File: src/hw/rtl/lbpu_pkg.sv
`timescale 1ns / 1ps
// ----------------------------------------------------------------------------
// lbpu_pkg
// Shared types and constants of the lossless bitmap pixel unpacker.
// ----------------------------------------------------------------------------
package lbpu_pkg;

  // Color table geometry
  localparam int TableDepth = 256;
  localparam int TableAw    = $clog2(TableDepth);
  localparam int FillW      = 9;
  localparam int CfgIdxW    = 3;
  localparam int CfgDataW   = 16;

  // Pixel formats
  typedef enum logic [1:0] {
    FmtPalette = 2'd0,
    FmtRgb555  = 2'd1,
    FmtXrgb32  = 2'd2
  } fmt_e;

  // Configuration register indexes
  typedef enum logic [CfgIdxW-1:0] {
    CfgFormat  = 3'd0,
    CfgAlpha   = 3'd1,
    CfgWidth   = 3'd2,
    CfgHeight  = 3'd3,
    CfgEntries = 3'd4
  } cfg_idx_e;

  // Per-byte decision handed from the stream control to the pixel pipeline
  typedef struct packed {
    logic               emit;
    logic               last;
    logic               use_table;
    logic               hit;
    logic [31:0]        pixel;
    logic               tbl_we;
    logic [TableAw-1:0] tbl_waddr;
    logic [31:0]        tbl_wdata;
  } ctrl_res_t;

endpackage

File: src/hw/rtl/lbpu_stream_ctrl.sv
`timescale 1ns / 1ps
// ----------------------------------------------------------------------------
// lbpu_stream_ctrl
// Configuration registers, byte gathering, palette fill count and the
// column/row counters. Decides per accepted byte what the pipeline emits.
// ----------------------------------------------------------------------------
module lbpu_stream_ctrl import lbpu_pkg::*; (
  input  logic                clk_i,
  input  logic                rst_ni,
  input  logic                cfg_valid_i,
  input  logic [CfgIdxW-1:0]  cfg_index_i,
  input  logic [CfgDataW-1:0] cfg_data_i,
  input  logic                accept_i,
  input  logic [7:0]          data_byte_i,
  output ctrl_res_t           res_o
);

  logic [1:0]       fmt_q;
  logic             alpha_q;
  logic [15:0]      width_q;
  logic [15:0]      height_q;
  logic [FillW-1:0] entries_q;

  logic [23:0]      gather_q, gather_d;
  logic [1:0]       phase_q, phase_d;
  logic [FillW-1:0] fill_q, fill_d;
  logic [15:0]      col_q, col_d;
  logic [15:0]      row_q, row_d;

  logic [15:0]      w_eff, h_eff;
  logic [FillW-1:0] entries_eff;
  logic [16:0]      units;
  logic [31:0]      px;
  logic             adv;
  logic             is_last;
  logic [15:0]      c555;
  logic [1:0]       need_m1;

  // Configuration writes; unknown indexes are dropped
  always_ff @(posedge clk_i or negedge rst_ni) begin
    if (!rst_ni) begin
      fmt_q     <= FmtPalette;
      alpha_q   <= 1'b0;
      width_q   <= 16'd1;
      height_q  <= 16'd1;
      entries_q <= FillW'(TableDepth);
    end else if (cfg_valid_i) begin
      case (cfg_idx_e'(cfg_index_i))
        CfgFormat:  fmt_q     <= cfg_data_i[1:0];
        CfgAlpha:   alpha_q   <= cfg_data_i[0];
        CfgWidth:   width_q   <= cfg_data_i;
        CfgHeight:  height_q  <= cfg_data_i;
        CfgEntries: entries_q <= cfg_data_i[FillW-1:0];
        default: ;
      endcase
    end
  end

  // Effective geometry: zero counts as one, palette size saturates
  assign w_eff       = (width_q == 16'd0) ? 16'd1 : width_q;
  assign h_eff       = (height_q == 16'd0) ? 16'd1 : height_q;
  assign entries_eff = (entries_q > FillW'(TableDepth)) ? FillW'(TableDepth) : entries_q;
  assign c555        = {gather_q[7:0], data_byte_i};
  assign need_m1     = alpha_q ? 2'd3 : 2'd2;
  assign is_last     = (col_q >= w_eff - 16'd1) && (row_q >= h_eff - 16'd1);

  // Byte decode and counter advance
  always_comb begin
    res_o    = '0;
    gather_d = gather_q;
    phase_d  = phase_q;
    fill_d   = fill_q;
    col_d    = col_q;
    row_d    = row_q;
    adv      = 1'b0;
    units    = '0;
    px       = '0;

    res_o.tbl_waddr = fill_q[TableAw-1:0];

    case (fmt_e'(fmt_q))
      FmtPalette: begin
        if (fill_q < entries_eff) begin
          // Loading a color entry
          if (phase_q >= need_m1) begin
            res_o.tbl_we    = 1'b1;
            res_o.tbl_wdata = alpha_q ? {data_byte_i, gather_q}
                                      : {8'hFF, gather_q[15:0], data_byte_i};
            fill_d   = fill_q + FillW'(1);
            gather_d = '0;
            phase_d  = '0;
          end else begin
            gather_d = {gather_q[15:0], data_byte_i};
            phase_d  = phase_q + 2'd1;
          end
        end else begin
          // Index byte; rows padded to a multiple of four bytes
          adv             = 1'b1;
          units           = ({1'b0, w_eff} + 17'd3) & ~17'd3;
          res_o.use_table = 1'b1;
          res_o.hit       = ({1'b0, data_byte_i} < fill_q) &&
                            ({1'b0, data_byte_i} < FillW'(TableDepth));
        end
      end
      FmtRgb555: begin
        if (phase_q == 2'd0) begin
          gather_d = {16'd0, data_byte_i};
          phase_d  = 2'd1;
        end else begin
          gather_d = '0;
          phase_d  = '0;
          adv      = 1'b1;
          units    = {1'b0, w_eff} + {16'd0, w_eff[0]};
          px       = {8'hFF, c555[14:10], c555[14:12], c555[9:5], c555[9:7],
                      c555[4:0], c555[4:2]};
        end
      end
      FmtXrgb32: begin
        if (phase_q != 2'd3) begin
          gather_d = {gather_q[15:0], data_byte_i};
          phase_d  = phase_q + 2'd1;
        end else begin
          gather_d = '0;
          phase_d  = '0;
          adv      = 1'b1;
          units    = {1'b0, w_eff};
          px       = {gather_q, data_byte_i};
        end
      end
      default: ;
    endcase

    if (adv) begin
      if (col_q < w_eff) begin
        res_o.emit  = 1'b1;
        res_o.last  = is_last;
        res_o.pixel = px;
      end
      if ((col_q < w_eff) && is_last) begin
        // Image done: restart all stream counters for the next one
        gather_d = '0;
        phase_d  = '0;
        fill_d   = '0;
        col_d    = '0;
        row_d    = '0;
      end else if (({1'b0, col_q} + 17'd1) >= units) begin
        col_d = '0;
        row_d = row_q + 16'd1;
      end else begin
        col_d = col_q + 16'd1;
      end
    end
  end

  // Stream state
  always_ff @(posedge clk_i or negedge rst_ni) begin
    if (!rst_ni) begin
      gather_q <= '0;
      phase_q  <= '0;
      fill_q   <= '0;
      col_q    <= '0;
      row_q    <= '0;
    end else if (accept_i) begin
      gather_q <= gather_d;
      phase_q  <= phase_d;
      fill_q   <= fill_d;
      col_q    <= col_d;
      row_q    <= row_d;
    end
  end

  // Checks
  a_last_restarts: assert property (@(posedge clk_i) disable iff (!rst_ni)
    accept_i && res_o.emit && res_o.last |=> col_q == 16'd0 && row_q == 16'd0 &&
                                            fill_q == '0 && phase_q == '0)
    else $error("counters not cleared after last pixel");

  a_fill_bound: assert property (@(posedge clk_i) disable iff (!rst_ni)
    res_o.tbl_we |-> fill_q < FillW'(TableDepth) && !res_o.emit)
    else $error("table write beyond depth or with a pixel");

  a_fill_step: assert property (@(posedge clk_i) disable iff (!rst_ni)
    accept_i && res_o.tbl_we |=> fill_q == $past(fill_q) + FillW'(1))
    else $error("fill count did not step on table write");

endmodule

File: config.mk
export PLATFORM = sky130hd
export DESIGN_NAME = lbpu_stream_ctrl
export DESIGN_NICKNAME = d
export VERILOG_FILES = /design/src/hw/rtl/lbpu_pkg.sv /design/src/hw/rtl/lbpu_stream_ctrl.sv
export SDC_FILE = /design/constraint.sdc
export NUM_CORES = 1
export LEC_CHECK = 0
export ABC_AREA = 1
export BUFFER_PORTS_ARGS = -buffer_cell sky130_fd_sc_hd__buf_2
export CAP_MARGIN = 20
export CORE_AREA = 3 3 152 154
export CTS_BUF_LIST = sky130_fd_sc_hd__clkbuf_8
export CTS_CLUSTER_SIZE = 16
export DETAILED_ROUTE_END_ITERATION = 7
export DIE_AREA = 0 0 155 157
export GPL_ROUTABILITY_DRIVEN = 0
export GPL_TIMING_DRIVEN = 0
export PLACE_DENSITY_LB_ADDON = 0.08
export SYNTH_ARGS = -nofsm -noshare
export SYNTH_HDL_FRONTEND = slang
export SYNTH_SLANG_ARGS = --single-unit
File: constraint.sdc
create_clock -name clk_i -period 4.1 [get_ports clk_i]
set_clock_uncertainty 0.1 [all_clocks]
set_input_delay 1.025 -clock clk_i [delete_from_list [all_inputs] [get_ports clk_i]]
set_output_delay 1.025 -clock clk_i [all_outputs]
set_load 0.005 [all_outputs]
==> flow_summary.yaml, run 1 <==
outcome:
  outcome: "finished, violations left"
  violations: "negative setup slack"
grt:
  grt_util_all_layers: 0.291
  grt_pass1_vias: 11300
  grt_max_degree: 88
  antenna_found_initial: 0
  grt-ovfl-total: 0
  grt_pass1_wl_um: 57600
timing:
  setup_ws_ps: -342
  hold_viol_final: 0
  slew_headroom: 0.463
  final.min_clock_period_ps: 4440
  period_share: 1.08
  worstMarginPinSlew_ps: 805
  finalMaxSlewViolations: 0
  rsz0062_at_grt: "yes"
  setup_viol: 98
  clock.fmax_mhz: 225
synthesis:
  synth_area_leaders: "dfrtp_1, nand2_1, ha_1"
  ys_warn_count: 0
  avgSynthCellArea_um2: 6.49
  synth.top_cell.area_share: 0.250
  synth-edff-count: 0
  synth_seq_cells: 111
  synthArstFlopShare: 1.00
  yosysSeqAreaShare: 0.257
  synth_area_um2: 10800
  synthDistinctLibCells: 46
  syn_inst: 1665
  synth_top_cell_by_area: "dfrtp_1"
  syn_nets: 1788
  synthFlopType: "dfrtp_1"
place:
  dpl.hpwl_um: 26300
  dp_cells: 2053
  io_buffers: 107
  place_area_um2: 11700
die:
  die_w_um: 155
  initial_core_util: 0.496
  fp.dieH_um: 157
  ios: 108
  coreArea_um2: 21800
  rows: 54
  die_area_um2: 24300
critical_path:
  worst-setup-path-type: "register to output port"
  arrival_ps: 3320
  crit_path_end_kind: "output port"
  cp-start-kind: "register"
  cp_max_fo: 3
  required_ps: 2970
routing:
  num_vias: 12100
  ant_nets: 0
  routed_wl_um: 37200
  viasPerCell: 5.63
  dr.pass1.iters: 6
  drtIter0Drc: 822
  drt-wirelength-per-cell_um: 17.3
  drcViolationCount: 0
cells_and_area:
  fin_nets: 1985
  antennaDiodeCount: 0
  final_layout_size_suffix_gt1_frac: 0.247
  design_area_um2: 14100
  layout_common_cells: "nand2_1, inv_1, nand3_1, nor2_1, buf_2"
  finalNonFillerCells: 2147
  n_fill_cell: 1966
  area.growth.synth_to_final_pct: 30.6
  final_common_cell: "nand2_1"
clock_tree:
  cts_tree: "built"
  cts.sinks: 111
  cts-hold-fix-buffers: 0
  numCtsBuffers: 9
  clk_pin_slew_ps: 140
  cts-root-buf: "clkbuf_8"
  cts_buffer_depth: 2
  htree_levels: 3
  clkLatencyLatePin_ps: 420
power_and_ir_drop:
  p_leak_nw: 6.86
  power_density_nw_per_um2: 451
  ir_worst_vdd_mv: 0.286
job:
  cap_violations: 0
hold_path:
  hold_path.class: "input pin to asynchronous set/reset pin"
[worst paths after layout]
path / from / end / slack (ps) / cells past startpoint
worst max-delay path: height_q[6] / res_o[75] / -340 / 21
worst min-delay path: rst_ni / row_q[4] / 340 / 1
worst max register to register: entries_q[6] / row_q[11] / -250 / 27
worst min register to register: height_q[0] / height_q[0] / 420 / 2
max in group asynchronous: rst_ni / gather_q[18] / 2790 / 2
min in group clk_i: height_q[0] / height_q[0] / 420 / 2
[critical path, stage by stage (launching register included)]
cell	delay (ps)
dfrtp_1	420
nor2_1	180
nand2_1	150
nor2_2	140
nand3_1	100
nand2_2	120
inv_2	60
ha_4	170
nand2_4	70
inv_4	40
nand2_4	60
nor2_4	40
nand4_1	90
xor2_1	80
ha_1	300
nand4_1	130
nor3_2	140
nand3_1	140
nand2_2	110
nand3_4	100
nor2_4	130
buf_2	130
[layer usage]
| metal | routed length, um | global-route usage |
|---|---|---|
| met5 | 0 | 0 |
| met4 | 1560 | 0.110 |
| met3 | 2260 | 0.0443 |
| met2 | 18000 | 0.502 |
| met1 | 15400 | 0.370 |
[flip-flops by register name, indices dropped and copies added, names as in the netlist]
name	cells
col_q	16
phase_q	2
entries_q	9
fill_q	9
fmt_q	2
alpha_q	1
height_q	16
width_q	16
row_q	16
gather_q	24
[cell usage after synthesis (11+ instances only)]
master and n:
dfrtp_1 108, nor2_1 170, o21ai_0 86, o21ai_1 19
clkbuf_1 45, a211oi_1 24, a21oi_1 82, buf_4 11
nor4_1 11, nand3_1 163, nand2_1 400, buf_2 13
ha_1 92, nor2_2 14, o22ai_1 25, xor2_1 50
nor3_1 29, nand4_1 27, inv_1 209, nand3b_1 18
[stage by stage]
| step | hold slack [ps] | utilization | worst slack [ps] | power, mW | TNS (ps) |
|---|---|---|---|---|---|
| 4_1_cts | 331 | 0.601 | -341 | 5.81 | -6350 |
| 3_5_place_dp | 394 | 0.538 | -1050 | 4.48 | -39150 |
| 2_1_floorplan | 370 | - | 173 | 3.64 | 0 |
| 5_1_grt | 325 | 0.647 | -588 | 6.84 | -36580 |
| 6_report | 340 | 0.647 | -342 | 6.36 | -18600 |
| 3_3_place_gp | 385 | 0.536 | -1050 | 4.42 | -38960 |
[kinds of logic (layout without fill, tap and decap cells)]
group | Yosys count | count (layout) | share of synthesized area
AO/OA/AOI/OAI | 260 | 260 | 0.136
XOR/XNOR | 60 | 60 | 0.0486
adder cells (fa/ha/maj) | 92 | 92 | 0.106
buffers and inverters | 296 | 497 | 0.110
flip-flops | 111 | 111 | 0.257
AND/OR/NAND/NOR | 846 | 847 | 0.342
[power by group]
group / leakage (nW) / switching (mW) / internal, mW
combinational: 5.35 / 2.42 / 1.56
sequential: 1.41 / 0.320 / 1.34
clock: 0.108 / 0.482 / 0.252
total: 6.86 / 3.22 / 3.14
[cell type report]
| type | instances | area [um2] | area share |
|---|---|---|---|
| tap | 280 | 350 | 0.0248 |
| inverter | 217 | 842 | 0.0596 |
| buffer | 76 | 487 | 0.0345 |
| clock inverter | 7 | 91.3 | 0.00647 |
| clock buffer | 9 | 124 | 0.00877 |
| multi-input combinational | 1259 | 8000 | 0.566 |
| sequential | 111 | 2800 | 0.198 |
| timing repair buffer | 188 | 1430 | 0.101 |
[what timing repair did]
action | CTS | global route
endpoints found under the setup margin | 129 | 100
cloned | 3 | 5
setup buffers | 51 | 24
gates resized for setup | 177 | 167
pin swaps | 24 | 61
(Power assumes the default switching activity.)
==> run 2: changes to the inputs <==
--- a/config.mk
+++ b/config.mk
@@ -5,14 +5,13 @@
 export SDC_FILE = /design/constraint.sdc
 export NUM_CORES = 1
 export LEC_CHECK = 0
-export ABC_AREA = 1
 export BUFFER_PORTS_ARGS = -buffer_cell sky130_fd_sc_hd__buf_2
 export CAP_MARGIN = 20
-export CORE_AREA = 3 3 152 154
+export CORE_AREA = 3 3 137 139
 export CTS_BUF_LIST = sky130_fd_sc_hd__clkbuf_8
 export CTS_CLUSTER_SIZE = 16
 export DETAILED_ROUTE_END_ITERATION = 7
-export DIE_AREA = 0 0 155 157
+export DIE_AREA = 0 0 140 142
 export GPL_ROUTABILITY_DRIVEN = 0
 export GPL_TIMING_DRIVEN = 0
 export PLACE_DENSITY_LB_ADDON = 0.08
==> flow_summary.yaml, run 2 <==
outcome:
  outcome: "finished, violations left"
  violations: "negative setup slack"
synthesis:
  avgSynthCellArea_um2: 8.45
  synth_seq_cells: 111
  synth-edff-count: 0
  synthFlopType: "dfrtp_1"
  synthDistinctLibCells: 81
  synth_area_leaders: "dfrtp_1, ha_1, nand2_1"
  synth_area_um2: 8800
  synth_common_cells: "nand2_1, dfrtp_1, nor2_1"
  synth.top_cell.area_share: 0.307
  synth_top_cell_by_area: "dfrtp_1"
  ys_warn_count: 0
  syn_nets: 1164
  synthArstFlopShare: 1.00
  yosysSeqAreaShare: 0.316
  syn_inst: 1041
  synth.most_common_cell: "nand2_1"
cells_and_area:
  area.growth.synth_to_final_pct: 27.8
  regMostFlops: "gather_q"
  multi_input_area_um2: 6160
  register_area_um2: 2780
  final_util: 0.633
  final_common_cell: "nand2_1"
  finalNonFillerCells: 1460
  largest_reg_flops: 24
  fin_nets: 1349
  antennaDiodeCount: 0
  final_layout_size_suffix_gt1_frac: 0.285
  layout_common_cells: "nand2_1, dfrtp_1, buf_2, ha_1, nor2_1"
  n_fill_cell: 1582
grt:
  grt-ovfl-total: 0
  grtUsageMet3: 0.0356
  antenna_found_initial: 0
  grt_pass1_wl_um: 43600
  grt_pass1_vias: 8451
  top_usage_layer: "met2"
  grt_util_met2: 0.449
  grt_util_all_layers: 0.271
  grt_max_degree: 75
  grt_util_met1: 0.376
critical_path:
  regToRegStartpoint: "width_q[8]"
  worst-setup-path-type: "register to output port"
  endpoint: "res_o[75]"
  crit_path_top_delay_cell: "dfrtp_2"
  cpPeakStageDelay_ps: 430
  timing.rr.end: "col_q[11]"
  crit_cells: 18
  reg2reg_slack_ps: -1160
  cp-start-kind: "register"
  required_ps: 2970
  cp_cell_sequence: "or3_4 -> or3_4 -> nor3_4 -> a41o_1 -> inv_2 -> ha_4 -> nand3_4 -> nor3_4 -> xnor2_1 -> ha_1 -> nand4_1 -> nor2_2 -> o311ai_2 -> and3b_2 -> a211oi_4 -> nand2_2 -> clkinv_4 -> buf_6"
  cp_max_fo: 4
  crit_start: "width_q[8]"
  crit_path_end_kind: "output port"
  cp_num_buf_inv: 3
  rr_worst_depth: 23
  arrival_ps: 4210
  cp_top_family: "simple AND/OR/NAND/NOR gates"
routing:
  drt-wirelength-per-cell_um: 18.9
  routed_wl_um: 27500
  drcViolationCount: 0
  viasPerCell: 5.86
  dr.pass1.iters: 5
  drtIter0Drc: 650
  num_vias: 8553
  ant_nets: 0
power_and_ir_drop:
  p_switching_mw: 2.08
  p_leak_nw: 5.09
  pwr-share-comb: 0.503
  ir_worst_vdd_mv: 0.268
  swShare: 0.438
  power_mw: 4.74
  p_int_mw: 2.66
  power_frac_seq: 0.339
  power_density_nw_per_um2: 421
  clkPwrFrac: 0.158
die:
  die_area_um2: 19900
  die_w_um: 140
  rows: 49
  initial_core_util: 0.495
  ios: 108
  coreArea_um2: 17800
  fp.dieH_um: 142
timing:
  worstMarginPinSlew_ps: 830
  slew_headroom: 0.447
  clock.fmax_mhz: 187
  finalMaxSlewViolations: 0
  setup_viol: 101
  rsz0062_at_grt: "yes"
  hold_viol_final: 0
  final.min_clock_period_ps: 5340
  period_share: 1.30
  setup_ws_ps: -1240
place:
  io_buffers: 106
  dpl.hpwl_um: 19400
  dp_cells: 1378
clock_tree:
  htree_levels: 3
  cts-root-buf: "clkbuf_8"
  cts_tree: "built"
  clk_pin_slew_ps: 130
  clkLatencyLatePin_ps: 410
  numCtsBuffers: 9
  cts_buffer_depth: 2
  cts-hold-fix-buffers: 0
  cts.sinks: 111
job:
  cap_violations: 0
hold_path:
  hold_path.class: "input pin to asynchronous set/reset pin"
## run 2: cells by family after synthesis
| kind of cell | synth area share |
|---|---|
| buffers and inverters | 0.0527 |
| adders and majority gates | 0.131 |
| xor gates and xnor gates | 0.0408 |
| AOI/OAI and AO/OA | 0.194 |
| muxes | 0.0641 |
| and+or+nand+nor | 0.202 |
| DFF | 0.316 |
## run 2: what timing repair did
item,4_1_cts,5_1_grt
hold endpoints to repair,0,0
cloned,7,2
endpoints found under the setup margin,136,131
pin swaps,39,57
gates resized for setup,121,75
buffers inserted,53,23
## run 2: layout make-up
| class | instances | share of cell area |
|---|---|---|
| multi-input cells | 822 | 0.547 |
| flip-flops and latches | 111 | 0.247 |
| repair buffers | 175 | 0.109 |
| plain buffers | 53 | 0.0327 |
| well taps | 229 | 0.0255 |
| inverters | 54 | 0.0187 |
| clock buffers | 9 | 0.0110 |
| clock inverters | 7 | 0.00890 |
## run 2: per-stage QoR
stage	setup slack, ps	TNS, ps	area, um2	hold WS (ps)
after CTS	-1250	-89130	10900	404
after global routing	-1390	-99820	11300	414
after detailed placement	-1750	-109780	9750	392
after floorplan	-598	-25000	8890	372
final	-1240	-86780	11300	399
after global placement	-1670	-108770	9700	392
## run 2: worst min path at each step
stage / endpoint / slack (ps) / cells after the start
after floorplan: entries_q[0] / 370 / 1
after global placement: entries_q[1] / 390 / 1
after detailed placement: entries_q[0] / 390 / 1
after CTS: col_q[15] / 400 / 1
after global routing: col_q[15] / 410 / 1
final: col_q[15] / 400 / 1
## run 2: layer usage
metal / up-vias / wire length [um]
met5: - / 0
met4: 0 / 555
met3: 45 / 1270
met2: 241 / 13300
met1: 4149 / 12400
li1: 4118 / -
## run 2: power by group through the flow
stage	sequential (mW)	clock (mW)	combinational, mW
finish	1.61	0.749	2.38
global route	1.64	0.812	2.61
CTS	1.59	0.766	2.21
detailed placement	1.61	0	1.83
global placement	1.61	0	1.79
floorplan	1.51	0	1.35
